**src/rtl/stat_pkg.sv**
```systemverilog
`default_nettype none

package stat_pkg;

	// table geometry
	localparam int SECTION_SLOTS = 16;
	localparam int SLOT_W  = (SECTION_SLOTS > 1) ? $clog2(SECTION_SLOTS) : 1;
	localparam int LIMIT_W = $clog2(SECTION_SLOTS + 1);

	// field widths
	localparam int ADDR_W  = 32;
	localparam int COUNT_W = 5;
	localparam int ENTRY_W = 4;
	localparam int HIT_W   = 5;

	// miss result values
	localparam logic [HIT_W-1:0]  MISS_INDEX  = '1;
	localparam logic [ADDR_W-1:0] MISS_OFFSET = '1;

	typedef enum logic {
		OP_WRITE  = 1'b0,
		OP_LOOKUP = 1'b1
	} op_t;

	typedef enum logic [1:0] {
		ST_IDLE,
		ST_SCAN,
		ST_EMIT
	} state_t;

	// one section descriptor as stored in the table
	typedef struct packed {
		logic [ADDR_W-1:0] base;
		logic [ADDR_W-1:0] span;
		logic [ADDR_W-1:0] file_pos;
	} sect_entry_t;

	// result of the range check
	typedef struct packed {
		logic              hit;
		logic [ADDR_W-1:0] delta;
	} range_res_t;

endpackage

`default_nettype wire

```
**src/rtl/section_table_address_translator.sv**
```systemverilog
// channel  | direction | handshake              | payload
// ---------+-----------+------------------------+---------------------------------------------
// input    | in        | in_valid / in_ready    | op, entry_index, entry_base, entry_span,
//          |           |                        | entry_file_pos, rva
// result   | out       | out_valid / out_ready  | found, hit_index, file_offset
// config   | in        | cfg_valid / cfg_ready  | cfg_data (section_count)
//
// a write request loads the result register in the emit state, a lookup after n scan steps,
// n = entries checked (0 to min(section_count, 16), stops at the first hit), one a cycle.
// in_ready is high only while idle, so a new request waits until the last one leaves emit; a
// finished result waits in the output register while the next request runs, and a second
// one holds the sequencer until the first is taken. cfg_ready is always high.
// arst_n clears the sequencer, the result valid and section_count; the table needs none.
`default_nettype none

module section_table_address_translator (
	input  wire                                  clk,
	input  wire                                  arst_n,

	input  wire                                  cfg_valid,
	output logic                                 cfg_ready,
	input  wire logic [stat_pkg::COUNT_W-1:0]    cfg_data,

	input  wire                                  in_valid,
	output logic                                 in_ready,
	input  wire logic                            op,
	input  wire logic [stat_pkg::ENTRY_W-1:0]    entry_index,
	input  wire logic [stat_pkg::ADDR_W-1:0]     entry_base,
	input  wire logic [stat_pkg::ADDR_W-1:0]     entry_span,
	input  wire logic [stat_pkg::ADDR_W-1:0]     entry_file_pos,
	input  wire logic [stat_pkg::ADDR_W-1:0]     rva,

	output logic                                 out_valid,
	input  wire                                  out_ready,
	output logic                                 found,
	output logic [stat_pkg::HIT_W-1:0]           hit_index,
	output logic [stat_pkg::ADDR_W-1:0]          file_offset
);

	stat_pkg::state_t state_q, state_d;

	logic [stat_pkg::COUNT_W-1:0] count_q;
	logic [stat_pkg::SLOT_W-1:0]  idx_q;
	logic [stat_pkg::LIMIT_W-1:0] limit_q;
	logic [stat_pkg::LIMIT_W-1:0] limit_next;
	logic [stat_pkg::ADDR_W-1:0]  rva_q;
	logic                         res_hit_q;
	logic [stat_pkg::SLOT_W-1:0]  res_idx_q;
	logic [stat_pkg::ADDR_W-1:0]  res_delta_q;
	logic [stat_pkg::ADDR_W-1:0]  res_pos_q;

	logic                         out_valid_q;
	logic                         found_q;
	logic [stat_pkg::HIT_W-1:0]   hit_index_q;
	logic [stat_pkg::ADDR_W-1:0]  file_offset_q;

	logic                         in_acc;
	logic                         is_lookup;
	logic                         wr_en;
	logic [stat_pkg::SLOT_W-1:0]  rd_addr;
	logic                         last_entry;
	logic                         out_load;

	stat_pkg::sect_entry_t        wr_entry;
	stat_pkg::sect_entry_t        rd_entry;
	stat_pkg::range_res_t         range_res;

	assign in_acc    = in_valid && in_ready;
	assign is_lookup = (stat_pkg::op_t'(op) == stat_pkg::OP_LOOKUP);
	assign cfg_ready = 1'b1;

	// search limit: section_count clamped to the table size
	always_comb begin
		if (32'(count_q) > 32'(stat_pkg::SECTION_SLOTS)) begin
			limit_next = stat_pkg::LIMIT_W'(stat_pkg::SECTION_SLOTS);
		end else begin
			limit_next = stat_pkg::LIMIT_W'(count_q);
		end
	end

	// table write request; slots past the table are dropped
	assign wr_entry.base     = entry_base;
	assign wr_entry.span     = entry_span;
	assign wr_entry.file_pos = entry_file_pos;
	assign wr_en = in_acc && !is_lookup &&
		(32'(entry_index) < 32'(stat_pkg::SECTION_SLOTS));

	// read address runs one entry ahead of the entry being checked
	assign rd_addr = (state_q == stat_pkg::ST_IDLE) ? '0 : idx_q + 1'b1;

	stat_table u_table (
		.clk     (clk),
		.wr_en   (wr_en),
		.wr_addr (stat_pkg::SLOT_W'(entry_index)),
		.wr_data (wr_entry),
		.rd_addr (rd_addr),
		.rd_data (rd_entry)
	);

	stat_range_unit u_range (
		.rva   (rva_q),
		.entry (rd_entry),
		.res   (range_res)
	);

	assign last_entry = (stat_pkg::LIMIT_W'(idx_q) + 1'b1) == limit_q;
	assign out_load   = (state_q == stat_pkg::ST_EMIT) && (!out_valid_q || out_ready);

	// sequencer state register
	always_ff @(posedge clk or negedge arst_n) begin
		if (!arst_n) begin
			state_q <= stat_pkg::ST_IDLE;
		end else begin
			state_q <= state_d;
		end
	end

	// next state and handshake
	always_comb begin
		state_d  = state_q;
		in_ready = 1'b0;
		case (state_q)
			stat_pkg::ST_IDLE: begin
				in_ready = 1'b1;
				if (in_valid) begin
					if (is_lookup && (limit_next != '0)) begin
						state_d = stat_pkg::ST_SCAN;
					end else begin
						state_d = stat_pkg::ST_EMIT;
					end
				end
			end
			stat_pkg::ST_SCAN: begin
				if (range_res.hit || last_entry) begin
					state_d = stat_pkg::ST_EMIT;
				end
			end
			stat_pkg::ST_EMIT: begin
				if (out_load) begin
					state_d = stat_pkg::ST_IDLE;
				end
			end
			default: begin
				state_d = stat_pkg::ST_IDLE;
			end
		endcase
	end

	// section count register
	always_ff @(posedge clk or negedge arst_n) begin
		if (!arst_n) begin
			count_q <= '0;
		end else if (cfg_valid && cfg_ready) begin
			count_q <= cfg_data;
		end
	end

	// scan index, limit and hit flag
	always_ff @(posedge clk or negedge arst_n) begin
		if (!arst_n) begin
			idx_q     <= '0;
			limit_q   <= '0;
			res_hit_q <= 1'b0;
		end else begin
			case (state_q)
				stat_pkg::ST_IDLE: begin
					idx_q     <= '0;
					limit_q   <= limit_next;
					res_hit_q <= 1'b0;
				end
				stat_pkg::ST_SCAN: begin
					idx_q <= idx_q + 1'b1;
					if (range_res.hit) begin
						res_hit_q <= 1'b1;
					end
				end
				default: begin
					idx_q <= idx_q;
				end
			endcase
		end
	end

	// lookup address and offset operands
	always_ff @(posedge clk) begin
		if (in_acc) begin
			rva_q <= rva;
		end
		if ((state_q == stat_pkg::ST_SCAN) && range_res.hit) begin
			res_idx_q   <= idx_q;
			res_delta_q <= range_res.delta;
			res_pos_q   <= rd_entry.file_pos;
		end
	end

	// output register
	always_ff @(posedge clk or negedge arst_n) begin
		if (!arst_n) begin
			out_valid_q <= 1'b0;
		end else if (out_load) begin
			out_valid_q <= 1'b1;
		end else if (out_ready) begin
			out_valid_q <= 1'b0;
		end
	end

	always_ff @(posedge clk) begin
		if (out_load) begin
			if (res_hit_q) begin
				found_q       <= 1'b1;
				hit_index_q   <= stat_pkg::HIT_W'(res_idx_q);
				file_offset_q <= res_delta_q + res_pos_q;
			end else begin
				found_q       <= 1'b0;
				hit_index_q   <= stat_pkg::MISS_INDEX;
				file_offset_q <= stat_pkg::MISS_OFFSET;
			end
		end
	end

	assign out_valid   = out_valid_q;
	assign found       = found_q;
	assign hit_index   = hit_index_q;
	assign file_offset = file_offset_q;

	// a hit never names a slot outside the table
	assert property (@(posedge clk) disable iff (!arst_n)
		(out_valid && found) |-> (32'(hit_index) < 32'(stat_pkg::SECTION_SLOTS)))
		else $error("hit index outside table");

	// a miss or write result carries the all-ones index and offset
	assert property (@(posedge clk) disable iff (!arst_n)
		(out_valid && !found) |->
		((hit_index == stat_pkg::MISS_INDEX) && (file_offset == stat_pkg::MISS_OFFSET)))
		else $error("miss result not all ones");

	// the scan never checks an entry at or past the search limit
	assert property (@(posedge clk) disable iff (!arst_n)
		(state_q == stat_pkg::ST_SCAN) |-> (stat_pkg::LIMIT_W'(idx_q) < limit_q))
		else $error("scan past search limit");

	// an accepted request always leaves the idle state
	assert property (@(posedge clk) disable iff (!arst_n)
		(in_valid && in_ready) |=> (state_q != stat_pkg::ST_IDLE))
		else $error("request accepted without work");

endmodule

`default_nettype wire

```
**src/rtl/stat_table.sv**
```systemverilog
`default_nettype none

module stat_table (
	input  wire                                 clk,
	input  wire                                 wr_en,
	input  wire logic [stat_pkg::SLOT_W-1:0]    wr_addr,
	input  wire stat_pkg::sect_entry_t          wr_data,
	input  wire logic [stat_pkg::SLOT_W-1:0]    rd_addr,
	output stat_pkg::sect_entry_t               rd_data
);

	stat_pkg::sect_entry_t mem [stat_pkg::SECTION_SLOTS];
	stat_pkg::sect_entry_t rd_data_q;

	// single write port
	always_ff @(posedge clk) begin
		if (wr_en) begin
			mem[wr_addr] <= wr_data;
		end
	end

	// registered read port
	always_ff @(posedge clk) begin
		rd_data_q <= mem[rd_addr];
	end

	assign rd_data = rd_data_q;

endmodule

`default_nettype wire

```
**src/rtl/stat_range_unit.sv**
```systemverilog
`default_nettype none

module stat_range_unit (
	input  wire logic [stat_pkg::ADDR_W-1:0] rva,
	input  wire stat_pkg::sect_entry_t       entry,
	output stat_pkg::range_res_t             res
);

	logic [stat_pkg::ADDR_W:0] diff;

	// rva - base with borrow; in range when no borrow and the distance is below span
	always_comb begin
		diff      = {1'b0, rva} - {1'b0, entry.base};
		res.delta = diff[stat_pkg::ADDR_W-1:0];
		res.hit   = !diff[stat_pkg::ADDR_W] && (diff[stat_pkg::ADDR_W-1:0] < entry.span);
	end

endmodule

`default_nettype wire
```
**config.mk**
```make
export PLATFORM = sky130hd
export DESIGN_NAME = section_table_address_translator
export DESIGN_NICKNAME = d
export VERILOG_FILES = /design/src/rtl/stat_pkg.sv /design/src/rtl/section_table_address_translator.sv /design/src/rtl/stat_table.sv /design/src/rtl/stat_range_unit.sv
export SDC_FILE = /design/constraint.sdc
export NUM_CORES = 2
export LEC_CHECK = 0
export ABC_AREA = 0
export BUFFER_PORTS_ARGS = -buffer_cell sky130_fd_sc_hd__buf_2
export CAP_MARGIN = 30
export CELL_PAD_IN_SITES_DETAIL_PLACEMENT = 0
export CELL_PAD_IN_SITES_GLOBAL_PLACEMENT = 2
export CORE_MARGIN = 2
export CORE_UTILIZATION = 42
export DETAILED_ROUTE_END_ITERATION = 7
export PLACE_DENSITY = 0.79
export RECOVER_POWER = 25
export SKIP_CTS_REPAIR_TIMING = 1
export SKIP_LAST_GASP = 1
export SYNTH_ARGS = -nofsm -noshare
export SYNTH_HDL_FRONTEND = slang
export SYNTH_SLANG_ARGS = --single-unit
```
**constraint.sdc**
```tcl
create_clock -name clk -period 8.84 [get_ports clk]
set_input_delay 0.884 -clock clk [delete_from_list [all_inputs] [get_ports clk]]
set_output_delay 0.884 -clock clk [all_outputs]
set_load 0.05 [all_outputs]
```
==> results.sh <==
export IMPL_finalNetCount=4809
export IMPL_hold_start="rva[20]"
export IMPL_synth_xor_area_share_pct=0.577
export IMPL_cp_start_kind="flop"
export IMPL_clk_pin_slew_worst_paths_ps=60
export IMPL_synth_seq_cells=1788
export IMPL_synth_mux_area_share_pct=8.54
export IMPL_finalHoldViolCount=0
export IMPL_synth_simple_area_share_pct=5.38
export IMPL_place_hpwl_um=98800
export IMPL_status="completed"
export IMPL_finalCritPeriodShare_pct=63.2
export IMPL_crit_required_ps=9280
export IMPL_wirelength_um=179000
export IMPL_crit_arrival_ps=6030
export IMPL_ir_worst_vdd_v=0.000249
export IMPL_leakagePower_nw=26.8
export IMPL_ys_flop_type="edfxtp_1"
export IMPL_synth_edff_count=1674
export IMPL_synth_area_leaders="edfxtp_1 (70%), mux2i_1 (5.4%), a211oi_1 (3.1%)"
export IMPL_crit_type="flop to flop"
export IMPL_dieArea_sq_um=173000
export IMPL_syn2layout_area_growth_pct=12.8
export IMPL_critPathTopFamily="compound AO/OA/AOI/OAI gates"
export IMPL_fp_row_count=151
export IMPL_synth_cell_types=83
export IMPL_synth_top_cell_area_share_pct=70.5
export IMPL_syn_cell_area_sq_um=71300
export IMPL_cts_max_path_buffers=3
export IMPL_io_buffers=182
export IMPL_grt_first_pass_wirelength_um=258000
export IMPL_r2r_cells=20
export IMPL_whs_ps=236
export IMPL_max_slew_margin_rel_pct=32.9
export IMPL_max_cap_violations=0
export IMPL_grt_max_degree=139
export IMPL_end_kind="flop"
export IMPL_grt_overflow=0
export IMPL_worstSkewPairLatency_ps=840
export IMPL_drt_wirelength_per_cell_um=25.7
export IMPL_vias=38470
export IMPL_synthAdderAreaFrac_pct=1.72
export IMPL_synth_most_common_cell="edfxtp_1"
export IMPL_synth_seq_area_share_pct=73.8
export IMPL_setup_violations=0
export IMPL_ant_nets=0
export IMPL_synth_top_family_by_area="multiplexers"
export IMPL_slew_viol_final=0
export IMPL_grt_use_total_pct=20.4
export IMPL_synth_compound_area_share_pct=7.87
export IMPL_max_freq_ghz=0.179
export IMPL_cp_slowest_cell="buf_4"
export IMPL_ff_latch_area_sq_um=52600
export IMPL_reg2reg_to="res_delta_q[6]"
export IMPL_core_sq_um=169000
export IMPL_syn_area_per_cell_sq_um=16.3
export IMPL_reg2reg_from="rva_q[0]"
export IMPL_yosys_area_top_type="edfxtp_1"
export IMPL_slowest_delay_ps=690
export IMPL_fillers=14165
export IMPL_drt_iter0_drc=3267
export IMPL_synthesis_nets=4622
export IMPL_start_util_pct=42.2
export IMPL_timing_clock_skew_ps=46.2
export IMPL_cp_max_fo=64
export IMPL_clock_sink_count=1788
export IMPL_io_pins=184
export IMPL_yosys_top_cells_count="edfxtp_1 (1674), nand2_1 (463), mux2i_1 (386), a211oi_1 (295), nor2b_1 (201)"
export IMPL_fp_dieH_um=416
export IMPL_cp_cell_sequence="inv_1, ha_1, fa_1, nor2b_2, o31ai_2, a2111o_1, a21oi_1, nor2_1, o21ai_0, a2111o_1, o2111ai_1, ha_1, nor3b_1, o21ai_0, a211o_1, a21o_2, a21oi_1, o31ai_2, nor2_4, buf_4"
export IMPL_timing_setup_tns_ps=0
export IMPL_cts_inserted_buffers=182
export IMPL_ys_warn_count=0
export IMPL_drc=0
export IMPL_htree_levels=4
export IMPL_antenna_found_initial=54
export IMPL_min_path_cells=1
export IMPL_gp_congestion=0.834
export IMPL_rrSetupSlack_ps=3260
export IMPL_multi_input_area_sq_um=17400
export IMPL_syn_inst=4382
export IMPL_cts_root_buf="clkbuf_16"
export IMPL_critPathBufInv=2
export IMPL_firstDrtPassIters=5
export IMPL_ys_async_sr_fraction_pct=1.01
export IMPL_min_period_ps=5580
export IMPL_hold_class="primary input to flop"
export IMPL_die_w_um=416
export IMPL_power_density_nw_per_um2=299
export IMPL_tightest_slew_ps=1010
export IMPL_grt_pass1_vias=37016
export IMPL_drive_gt1_share_pct=12.4
export IMPL_cts_tree="built"
export IMPL_rsz0062_at_grt="no"
export IMPL_crit_start="rva_q[0]"
export IMPL_hold_end="rva_q[20]"
export IMPL_vias_per_cell=5.54
==> area by class of cell <==
cell class	instances	area share (%)
diodes	8	0.0249
clock buffers	252	6.30
clock inverters	86	0.942
inverters	87	0.406
multi-input cells	2260	21.6
flip-flops and latches	1788	65.4
well taps	2218	3.45
repair buffers	250	1.87
==> through the flow <==
step / utilization, % / power, W / instance area [sq um] / cells / setup slack, ps
finish: 47.6 / 0.0240 / 80500 / 6949 / 3260
global route: 47.6 / 0.0252 / 80500 / 6943 / 2770
CTS: 47.6 / 0.0243 / 80500 / 6940 / 3230
detailed placement: 44.2 / 0.0168 / 74700 / 6602 / 3250
global placement: 44.2 / 0.0168 / 74700 / 6602 / 3350
floorplan: - / 0.0149 / 71400 / 4382 / 120
==> layout by cell type (no fill, tap or decap), drive strengths merged, types with 6 or more instances in the layout <==
master   synthesis  layout
nand2          463     463
nor2b          202     202
a31oi          107     107
mux4            96      96
o21a            10      10
diode            0       8
xor2            19      19
bufinv           0       8
buf            106     175
ha              95      95
mux2             6       6
mux2i          386     386
nand4           10      10
nand3           16      16
a2111oi          6       6
a311oi          99      99
nor2            55      55
a21o            31      31
edfxtp        1674    1674
nor3            13      13
xnor2           28      28
and2             9       9
o21ai           51      51
clkinv           1      64
nand2b          18      18
clkbuf         141     326
inv             86      97
a211oi         295     295
and3             7       7
dfrtp           18      18
a21oi          167     167
dfxtp           96      96
==> routing by layer <==
metal  wire [um]  track usage [%]  vias to the layer above
li1            -                -                    17531
met3       11600             4.50                      318
met4        3910             5.04                       48
met2       86000             33.2                     1098
met1       76700             27.9                    19475
met5         269                0                        -
==> state kept, by name (all words and copies together) (netlist names), 2 cells and up <==
register	cells
u_table.mem	1536
res_pos_q	32
res_idx_q	4
u_table.rd_data	96
file_offset	32
state_q	2
count_q	5
limit_q	5
res_delta_q	32
hit_index	5
rva_q	32
idx_q	4
==> cell families (layout without fill, tap and decap cells) <==
kind of cell | count (synthesis) | after routing
DFF | 1788 | 1788
and+or+nand+nor | 820 | 820
AOI/OAI and AO/OA | 807 | 807
muxes | 488 | 488
buffers and inverters | 334 | 675
adders and majority gates | 97 | 97
xor gates and xnor gates | 47 | 47
other | 1 | 9
==> how the worst max path moves through the flow <==
| stage | to | slack, ps | cells past startpoint |
|---|---|---|---|
| global route | res_delta_q[6] | 2770 | 20 |
| global placement | res_delta_q[5] | 3350 | 20 |
| CTS | res_delta_q[6] | 3230 | 20 |
| floorplan | u_table.mem[12][0] | 120 | 8 |
| finish | res_delta_q[6] | 3260 | 20 |
| detailed placement | res_delta_q[7] | 3250 | 20 |
==> power by group <==
part	total (W)	switching, W	internal, W	leakage, nW
Sequential	0.0102	0.000287	0.00986	16.0
Combinational	0.00641	0.00402	0.00240	7.96
Clock	0.00746	0.00321	0.00426	2.84
==> worst register-to-register path: stages, from the launching register on <==
cell and delay, ps:
edfxtp_1 320, inv_1 40, ha_1 210, fa_1 420, nor2b_2 160, o31ai_2 90
a2111o_1 480, a21oi_1 170, nor2_1 80, o21ai_0 370, a2111o_1 220, o2111ai_1 150
ha_1 250, nor3b_1 230, o21ai_0 110, a211o_1 300, a21o_2 200, a21oi_1 180
o31ai_2 230, nor2_4 230, buf_4 690
(Power assumes the default switching activity.)
